===== src/hw/rtl/gkle_pkg.sv =====
// ----------------------------------------------------------------------------
// gkle_pkg: shared types and constants of the grid keyboard line editor
// Holds the grid layout, key codes, item and result types and the state
// record that the step logic and the top level exchange.
// ----------------------------------------------------------------------------
package gkle_pkg;

  localparam int TEXT_CAP = 64;

  localparam logic [3:0] GRID_COLS     = 4'd10;
  localparam logic [3:0] LAST_ROW_COLS = 4'd9;
  localparam logic [1:0] LAST_ROW      = 2'd3;

  localparam logic [5:0] SLOT_SPACE  = 6'd36;
  localparam logic [5:0] SLOT_DELETE = 6'd37;
  localparam logic [5:0] SLOT_OK     = 6'd38;

  localparam logic [7:0] EVENT_FIRE  = 8'h01;
  localparam logic [7:0] KEY_DELETE  = 8'h2A;
  localparam logic [7:0] KEY_ACCEPT  = 8'h23;
  localparam logic [7:0] CHAR_SPACE  = 8'h20;
  localparam logic [7:0] CHAR_ZERO   = 8'h30;
  localparam logic [7:0] CHAR_NINE   = 8'h39;
  localparam logic [7:0] CHAR_A      = 8'h41;
  localparam logic [5:0] LETTER_CNT  = 6'd26;

  localparam logic [6:0] MAX_LENGTH_RST   = 7'd16;
  localparam logic [7:0] FIRST_DELAY_RST  = 8'd18;
  localparam logic [7:0] NEXT_DELAY_RST   = 8'd5;

  typedef enum logic [1:0] {
    REG_MAX_LENGTH  = 2'd0,
    REG_FIRST_DELAY = 2'd1,
    REG_NEXT_DELAY  = 2'd2
  } reg_idx_e;

  typedef enum logic [1:0] {
    ACT_TICK    = 2'd0,
    ACT_PRELOAD = 2'd1,
    ACT_BEGIN   = 2'd2
  } action_e;

  typedef enum logic [2:0] {
    OUT_NONE     = 3'd0,
    OUT_APPENDED = 3'd1,
    OUT_DELETED  = 3'd2,
    OUT_FULL     = 3'd3,
    OUT_EMPTY    = 3'd4,
    OUT_ACCEPTED = 3'd5
  } outcome_e;

  typedef struct packed {
    logic [6:0] max_length;
    logic [7:0] first_delay;
    logic [7:0] next_delay;
  } cfg_t;

  typedef struct packed {
    logic [1:0] action;
    logic [3:0] direction;
    logic [7:0] keypad_code;
    logic       fire;
    logic [7:0] preload_char;
  } item_t;

  typedef struct packed {
    logic [3:0] cur_x;
    logic [1:0] cur_y;
    logic [3:0] prev_dir;
    logic [7:0] countdown;
    logic [7:0] prev_event;
    logic [6:0] length;
    logic       done;
  } state_t;

  typedef struct packed {
    logic [3:0] cursor_col;
    logic [1:0] cursor_row;
    logic       moved;
    outcome_e   outcome;
    logic [7:0] edit_char;
    logic [6:0] text_length;
    logic       finished;
  } result_t;

  function automatic logic [3:0] row_width(logic [1:0] row);
    row_width = (row == LAST_ROW) ? LAST_ROW_COLS : GRID_COLS;
  endfunction

  // Cells below the space cell: letters first, then the digits.
  function automatic logic [7:0] grid_char(logic [5:0] idx);
    logic [5:0] digit;
    digit = idx - LETTER_CNT;
    if (idx < LETTER_CNT) begin
      grid_char = CHAR_A + 8'(idx);
    end else begin
      grid_char = CHAR_ZERO + 8'(digit);
    end
  endfunction

endpackage


===== src/hw/rtl/gkle_step.sv =====
// ----------------------------------------------------------------------------
// gkle_step: next-state logic of the line editor for one item
// Computes the cursor move, auto-repeat countdown, key event decode and the
// text length update for one beat, together with its result.
// ----------------------------------------------------------------------------
module gkle_step (
  input  gkle_pkg::state_t  st_i,
  input  gkle_pkg::cfg_t    cfg_i,
  input  gkle_pkg::item_t   item_i,
  output gkle_pkg::state_t  st_o,
  output gkle_pkg::result_t res_o
);
  import gkle_pkg::*;

  always_comb begin
    state_t     st;
    outcome_e   outcome;
    logic       moved;
    logic [7:0] edit_ch;
    logic [3:0] move;
    logic [7:0] evt;
    logic [7:0] cd_dec;
    logic [3:0] width;
    logic [3:0] width_new;
    logic [5:0] idx;
    logic       want_app;
    logic [7:0] app_ch;
    logic       do_delete;
    logic       do_ok;

    st        = st_i;
    outcome   = OUT_NONE;
    moved     = 1'b0;
    edit_ch   = 8'd0;
    move      = 4'd0;
    evt       = 8'd0;
    cd_dec    = st_i.countdown - 8'd1;
    width     = row_width(st_i.cur_y);
    width_new = width;
    idx       = 6'd0;
    want_app  = 1'b0;
    app_ch    = 8'd0;
    do_delete = 1'b0;
    do_ok     = 1'b0;

    case (action_e'(item_i.action))
      ACT_TICK: begin
        if (!st_i.done) begin
          if (item_i.keypad_code != 8'd0) begin
            evt = item_i.keypad_code;
          end else if (item_i.fire) begin
            evt = EVENT_FIRE;
          end

          if (item_i.direction != st_i.prev_dir) begin
            st.prev_dir  = item_i.direction;
            st.countdown = cfg_i.first_delay;
            move         = item_i.direction;
          end else if (item_i.direction != 4'd0) begin
            if (cd_dec == 8'd0) begin
              st.countdown = cfg_i.next_delay;
              move         = item_i.direction;
            end else begin
              st.countdown = cd_dec;
            end
          end

          // Left, right, up, down in that order; a blocked one falls through.
          if (move != 4'd0) begin
            if (move[2] && st_i.cur_x != 4'd0) begin
              st.cur_x = st_i.cur_x - 4'd1;
            end else if (move[3] && st_i.cur_x < width - 4'd1) begin
              st.cur_x = st_i.cur_x + 4'd1;
            end else if (move[0] && st_i.cur_y != 2'd0) begin
              st.cur_y = st_i.cur_y - 2'd1;
            end else if (move[1] && st_i.cur_y != LAST_ROW) begin
              st.cur_y = st_i.cur_y + 2'd1;
            end
            width_new = row_width(st.cur_y);
            if (st.cur_x >= width_new) begin
              st.cur_x = width_new - 4'd1;
            end
            moved = 1'b1;
          end

          idx = 6'({st.cur_y, 3'b000}) + 6'({st.cur_y, 1'b0}) + 6'(st.cur_x);

          if (evt != st_i.prev_event) begin
            st.prev_event = evt;
            if (evt inside {[CHAR_ZERO:CHAR_NINE]}) begin
              want_app = 1'b1;
              app_ch   = evt;
            end else if (evt == KEY_DELETE) begin
              do_delete = 1'b1;
            end else if (evt == KEY_ACCEPT) begin
              do_ok = 1'b1;
            end else if (evt == EVENT_FIRE) begin
              if (idx == SLOT_OK) begin
                do_ok = 1'b1;
              end else if (idx == SLOT_DELETE) begin
                do_delete = 1'b1;
              end else if (idx == SLOT_SPACE) begin
                want_app = 1'b1;
                app_ch   = CHAR_SPACE;
              end else if (idx < SLOT_SPACE) begin
                want_app = 1'b1;
                app_ch   = grid_char(idx);
              end
            end
          end
        end
      end
      ACT_PRELOAD: begin
        want_app = 1'b1;
        app_ch   = item_i.preload_char;
      end
      ACT_BEGIN: begin
        st = '0;
      end
      default: begin
      end
    endcase

    if (want_app) begin
      if ({1'b0, st_i.length} >= {1'b0, cfg_i.max_length} ||
          {1'b0, st_i.length} >= 8'(TEXT_CAP)) begin
        outcome = OUT_FULL;
      end else begin
        st.length = st_i.length + 7'd1;
        edit_ch   = app_ch;
        outcome   = OUT_APPENDED;
      end
    end else if (do_delete) begin
      if (st_i.length == 7'd0) begin
        outcome = OUT_EMPTY;
      end else begin
        st.length = st_i.length - 7'd1;
        outcome   = OUT_DELETED;
      end
    end else if (do_ok) begin
      if (st_i.length == 7'd0) begin
        outcome = OUT_EMPTY;
      end else begin
        st.done = 1'b1;
        outcome = OUT_ACCEPTED;
      end
    end

    st_o              = st;
    res_o.cursor_col  = st.cur_x;
    res_o.cursor_row  = st.cur_y;
    res_o.moved       = moved;
    res_o.outcome     = outcome;
    res_o.edit_char   = edit_ch;
    res_o.text_length = st.length;
    res_o.finished    = st.done;
  end

endmodule


===== src/hw/rtl/grid_keyboard_line_editor_unit.sv =====
// ----------------------------------------------------------------------------
// grid_keyboard_line_editor_unit: on-screen keyboard line editor
// Moves a cursor over a character grid from stick input, with auto-repeat,
// and edits one line of text from keypad and fire events.
// ----------------------------------------------------------------------------
//  Channel   Direction  Signals                              Payload
//  s_axis    in         tvalid tready tdata[23:0] tuser[1:0] one input item
//  m_axis    out        tvalid tready tdata[31:0]            one result
//  cfg       in         cfg_we_i cfg_idx_i cfg_data_i        register write
//
//  A beat is registered on entry, processed by the step logic and held
//  in the result register, from which its result is offered on m_axis.
//  Sustains one beat per cycle while m_axis is ready; editor state is the loop.
//  Reset restores the register defaults and clears the editor state at once.
//  A stalled result holds the pipe; input is taken while the step is free.
// ----------------------------------------------------------------------------
module grid_keyboard_line_editor_unit (
  input  logic        clk_i,
  input  logic        rst_ni,
  input  logic        s_axis_tvalid,
  output logic        s_axis_tready,
  // direction[3:0], keypad_code[11:4], fire[12], preload_char[20:13], zero
  input  logic [23:0] s_axis_tdata,
  // action[1:0]
  input  logic [1:0]  s_axis_tuser,
  output logic        m_axis_tvalid,
  input  logic        m_axis_tready,
  // cursor_col[3:0], cursor_row[5:4], moved[6], outcome[9:7],
  // edit_char[17:10], text_length[24:18], finished[25], zero
  output logic [31:0] m_axis_tdata,
  input  logic        cfg_we_i,
  input  logic [1:0]  cfg_idx_i,
  input  logic [7:0]  cfg_data_i
);
  import gkle_pkg::*;

  cfg_t    cfg_q;
  state_t  st_q;
  state_t  st_d;
  item_t   in_q;
  logic    in_vld_q;
  result_t out_q;
  result_t res_d;
  logic    out_vld_q;
  logic    advance;

  assign advance       = in_vld_q && (!out_vld_q || m_axis_tready);
  assign s_axis_tready = !in_vld_q || advance;
  assign m_axis_tvalid = out_vld_q;
  assign m_axis_tdata  = {6'd0, out_q.finished, out_q.text_length, out_q.edit_char,
                          out_q.outcome, out_q.moved, out_q.cursor_row, out_q.cursor_col};

  gkle_step u_step (
    .st_i   (st_q),
    .cfg_i  (cfg_q),
    .item_i (in_q),
    .st_o   (st_d),
    .res_o  (res_d)
  );

  always_ff @(posedge clk_i or negedge rst_ni) begin
    if (!rst_ni) begin
      cfg_q.max_length  <= MAX_LENGTH_RST;
      cfg_q.first_delay <= FIRST_DELAY_RST;
      cfg_q.next_delay  <= NEXT_DELAY_RST;
      st_q              <= '0;
      in_vld_q          <= 1'b0;
      out_vld_q         <= 1'b0;
    end else begin
      if (cfg_we_i) begin
        case (reg_idx_e'(cfg_idx_i))
          REG_MAX_LENGTH:  cfg_q.max_length  <= cfg_data_i[6:0];
          REG_FIRST_DELAY: cfg_q.first_delay <= cfg_data_i;
          REG_NEXT_DELAY:  cfg_q.next_delay  <= cfg_data_i;
          default: begin
          end
        endcase
      end
      if (s_axis_tready) begin
        in_vld_q <= s_axis_tvalid;
      end
      if (advance) begin
        st_q      <= st_d;
        out_vld_q <= 1'b1;
      end else if (m_axis_tready) begin
        out_vld_q <= 1'b0;
      end
    end
  end

  always_ff @(posedge clk_i) begin
    if (s_axis_tready && s_axis_tvalid) begin
      in_q.action       <= s_axis_tuser;
      in_q.direction    <= s_axis_tdata[3:0];
      in_q.keypad_code  <= s_axis_tdata[11:4];
      in_q.fire         <= s_axis_tdata[12];
      in_q.preload_char <= s_axis_tdata[20:13];
    end
    if (advance) begin
      out_q <= res_d;
    end
  end

`ifndef ASSERT_OFF
  a_len_bound: assert property (@(posedge clk_i) disable iff (!rst_ni)
    {1'b0, st_q.length} <= 8'(TEXT_CAP))
    else $error("text length beyond capacity");

  a_cursor_bound: assert property (@(posedge clk_i) disable iff (!rst_ni)
    st_q.cur_x < row_width(st_q.cur_y))
    else $error("cursor outside its row");

  a_state_hold: assert property (@(posedge clk_i) disable iff (!rst_ni)
    !advance |=> $stable(st_q))
    else $error("editor state changed without a beat");

  a_stall_full: assert property (@(posedge clk_i) disable iff (!rst_ni)
    !s_axis_tready |-> (in_vld_q && out_vld_q && !m_axis_tready))
    else $error("input stalled with room in the pipe");

  a_result_after_step: assert property (@(posedge clk_i) disable iff (!rst_ni)
    advance |=> m_axis_tvalid)
    else $error("processed beat produced no result");
`endif

endmodule


===== config.mk =====
export PLATFORM = sky130hd
export DESIGN_NAME = grid_keyboard_line_editor_unit
export DESIGN_NICKNAME = d
export VERILOG_FILES = /design/src/hw/rtl/gkle_pkg.sv /design/src/hw/rtl/gkle_step.sv /design/src/hw/rtl/grid_keyboard_line_editor_unit.sv
export SDC_FILE = /design/constraint.sdc
export NUM_CORES = 1
export LEC_CHECK = 0
export BUFFER_PORTS_ARGS = -buffer_cell sky130_fd_sc_hd__buf_2
export CORE_ASPECT_RATIO = 0.6
export CORE_MARGIN = 2
export CORE_UTILIZATION = 50
export CTS_CLUSTER_SIZE = 30
export DETAILED_ROUTE_END_ITERATION = 8
export PLACE_DENSITY = 0.68
export RECOVER_POWER = 50
export SLEW_MARGIN = 15
export SYNTH_ARGS = -nofsm -noshare
export SYNTH_HDL_FRONTEND = slang
export SYNTH_SLANG_ARGS = --single-unit

===== constraint.sdc =====
create_clock -name clk_i -period 7.3 [get_ports clk_i]
set_input_delay 0.365 -clock clk_i [delete_from_list [all_inputs] [get_ports clk_i]]
set_output_delay 0.365 -clock clk_i [all_outputs]
set_load 0.02 [all_outputs]

==> impl_metrics.json <==
{
  "dr.pass1.iters": 5,
  "chipHeight_um": 93.25,
  "worst_clock_skew_ns": 0.006179,
  "routed-via-count": 5566,
  "crit_type": "flop to flop",
  "place_ws_ns": 0.8203,
  "dr.first_iter.drc_count": 340,
  "antenna_found_initial": 0,
  "finalSetupTns_ns": 0,
  "hpwl_mm": 12.06,
  "cts_resized": 0,
  "grt_max_degree": 60,
  "rsz0062_at_grt": "no",
  "drt_wl_total_mm": 16.67,
  "max_freq_mhz": 150.3,
  "rr_startpoint": "st_q[16]",
  "post_cts_buffers": 0,
  "fin_hold_ws_ns": 0.1880,
  "nNetsFinal": 814,
  "pin_count": 75,
  "cp_slowest_cell": "fa_1",
  "path_delay_family": "compound AO/OA/AOI/OAI gates",
  "clock_path_buffers": 2,
  "cpMostUsedCell": "ha_1",
  "fill_cells": 1123,
  "clk_pin_slew_ns": 0.08,
  "final_cell_count_no_fill": 919,
  "slew_violations": 60,
  "ys.flop_type": "dfrtp_1",
  "initial_core_util_pct": 51.48,
  "num_rows": 32,
  "drc": 0,
  "portBuffers": 65,
  "place_area_um2": 7088,
  "cts_made_buffers": 9,
  "hp-start": "s_axis_tdata[14]",
  "clk_latency_ns": 0.35,
  "worst_slack_ns": 0.6478,
  "syn2layout_area_growth_pct": 10.65,
  "async_reset_ff_share_pct": 54.63,
  "crit_buf_inv": 2,
  "violations": "max-capacitance violations, max-slew violations",
  "multiInputGateArea_um2": 3418,
  "min_period_over_period_pct": 91.13,
  "final_layout_size_suffix_gt1_share_pct": 16.02,
  "regArea_um2": 2954,
  "synth_cells": 692,
  "cts_root_buf": "clkbuf_16",
  "post_drt_via_cell_ratio": 6.057,
  "gp_congestion": 0.9356,
  "rrSetupSlack_ns": 0.65,
  "postLayoutCellArea_um2": 7345,
  "p_leak_nw": 3.048,
  "cts_max_level": 3,
  "finalPower_mw": 2.573,
  "hold_viol_final": 0,
  "cp_data_required_time_ns": 7.55,
  "die_area_um2": 14240,
  "hp-class": "input port to flop",
  "grt_usage_pct": 23.89,
  "ir_drop_mv": 0.2088,
  "wl_per_cell_um": 18.14,
  "cp_slowest_stage_delay_ns": 0.58,
  "synth.distinct_cells": 85,
  "startpoint": "st_q[16]",
  "worst_slew_pin_slew_ns": 3.407,
  "postSynthAreaPerCell_um2": 9.592,
  "overflow": 0,
  "cp.arrival_ns": 6.91,
  "cts_hold_buf": 0,
  "n_antenna_cell": 0,
  "ys_ff_latch": 108,
  "die_w_um": 152.7,
  "final_util_pct": 56.97,
  "startpoint_type": "flop",
  "slew_headroom_pct": -127.1,
  "maxCapViolations": 1,
  "cts_tree": "yes",
  "p_per_area_nw_per_um2": 350.3,
  "crit_path_end_kind": "flop",
  "synth_edf_count": 49,
  "post-route-min-period_ns": 6.652,
  "dp.cells": 903,
  "status": "finished, violations left",
  "grt_pass1_vias": 5478,
  "cts_sinks": 108,
  "crit_fanout": 13,
  "yosysWarnings": 0,
  "design.core.area_um2": 12890,
  "crit_chain": "inv_1, ha_1, or3b_4, o31a_1, or3_1, o41ai_2, nor2_1, nor2_1, ha_1, nand2b_1, a21oi_1, and3_1, o211ai_1, o21ai_0, ha_1, fa_1, o211a_1, inv_1, a211oi_2, o21ai_1, o211ai_2, or3_1, o221ai_1",
  "grt_pass1_wl_mm": 27.30,
  "syn_area_um2": 6638,
  "setup_viol": 0,
  "yosysSeqAreaShare_pct": 44.51,
  "postRouteAntennaNets": 0
}
placed cells by master (no fill, tap or decap), drive strengths merged, types with 28 or more instances in the layout:
| cell | instances |
|---|---|
| nand2 | 91 |
| a21oi | 30 |
| inv | 29 |
| edfxtp | 49 |
| clkbuf | 29 |
| o21ai | 64 |
| ha | 28 |
| buf | 56 |
| dfrtp | 54 |
| nor2 | 47 |
area by class of cell:
type | count | share of cell area (%)
clock buffers | 10 | 3.118
multi-input cells | 523 | 46.54
flip-flops and latches | 108 | 40.22
inverters | 27 | 1.397
clock inverters | 6 | 0.7666
well taps | 170 | 2.896
repair buffers | 75 | 5.060
report_power, final:
part / internal [mW] / switching (mW) / total [mW]
clock network: 0.240 / 0.241 / 0.481
registers: 0.736 / 0.0930 / 0.829
logic: 0.482 / 0.782 / 1.26
total: 1.46 / 1.12 / 2.57
sequential cells by signal, indices dropped and copies added, names as in the netlist:
name and flops:
cfg_q 23, m_axis_tvalid 1, in_q 23, st_q 34, in_vld_q 1, m_axis_tdata 26
worst paths after layout:
path                       depth (start not counted)        to
setup / recovery                                  23   st_q[7]
hold / removal                                     1   in_q[1]
setup reg to reg                                  23   st_q[7]
hold reg to reg                                    2  st_q[26]
max in group asynchronous                          2   st_q[8]
min in group asynchronous                          2  st_q[16]
Yosys cell counts (4+ instances only):
master	instances	area, um^2
nor3_1	14	70.07
xnor2_1	18	157.7
inv_1	25	93.84
and2_1	4	25.02
mux2_2	17	191.4
nor2b_1	6	37.54
a21o_1	12	90.09
o31ai_1	11	82.58
nand2b_1	13	81.33
a31oi_1	9	56.30
nand3b_1	5	37.54
buf_4	6	45.04
a22o_1	9	78.83
o21ai_0	60	300.3
nand3_1	12	60.06
clkbuf_1	28	105.1
dfstp_2	5	131.4
dfrtp_1	54	1351
edfxtp_1	49	1471
nor2_1	46	172.7
nor3b_1	12	90.09
mux2i_1	4	40.04
ha_1	28	350.3
and3_1	6	37.54
nor4_1	5	31.28
or3_1	9	56.30
or2_2	6	37.54
nand2_1	90	337.8
a21oi_1	29	145.1
o211ai_1	4	30.03
nand4_1	6	37.54
o22ai_1	6	37.54
a211oi_1	5	37.54
routing by layer:
metal,vias up,share of wire (%),GRT usage (%)
met5,-,0,0
met4,0,1.1,5.478
met3,32,8.2,5.885
met2,261,42,35.95
met1,2632,48,34.95
li1,2641,-,-
logic make-up after synthesis:
group | count (synthesis) | synth area share [%]
flops | 108 | 44.51
buf+inv | 66 | 4.279
mux | 22 | 3.713
compound gates | 202 | 21.06
xor+xnor | 21 | 2.771
fa+ha+maj | 29 | 5.580
simple gates | 243 | 18.04
other cells | 1 | 0.05650
No activity file was read; power rests on OpenSTA's default activity.
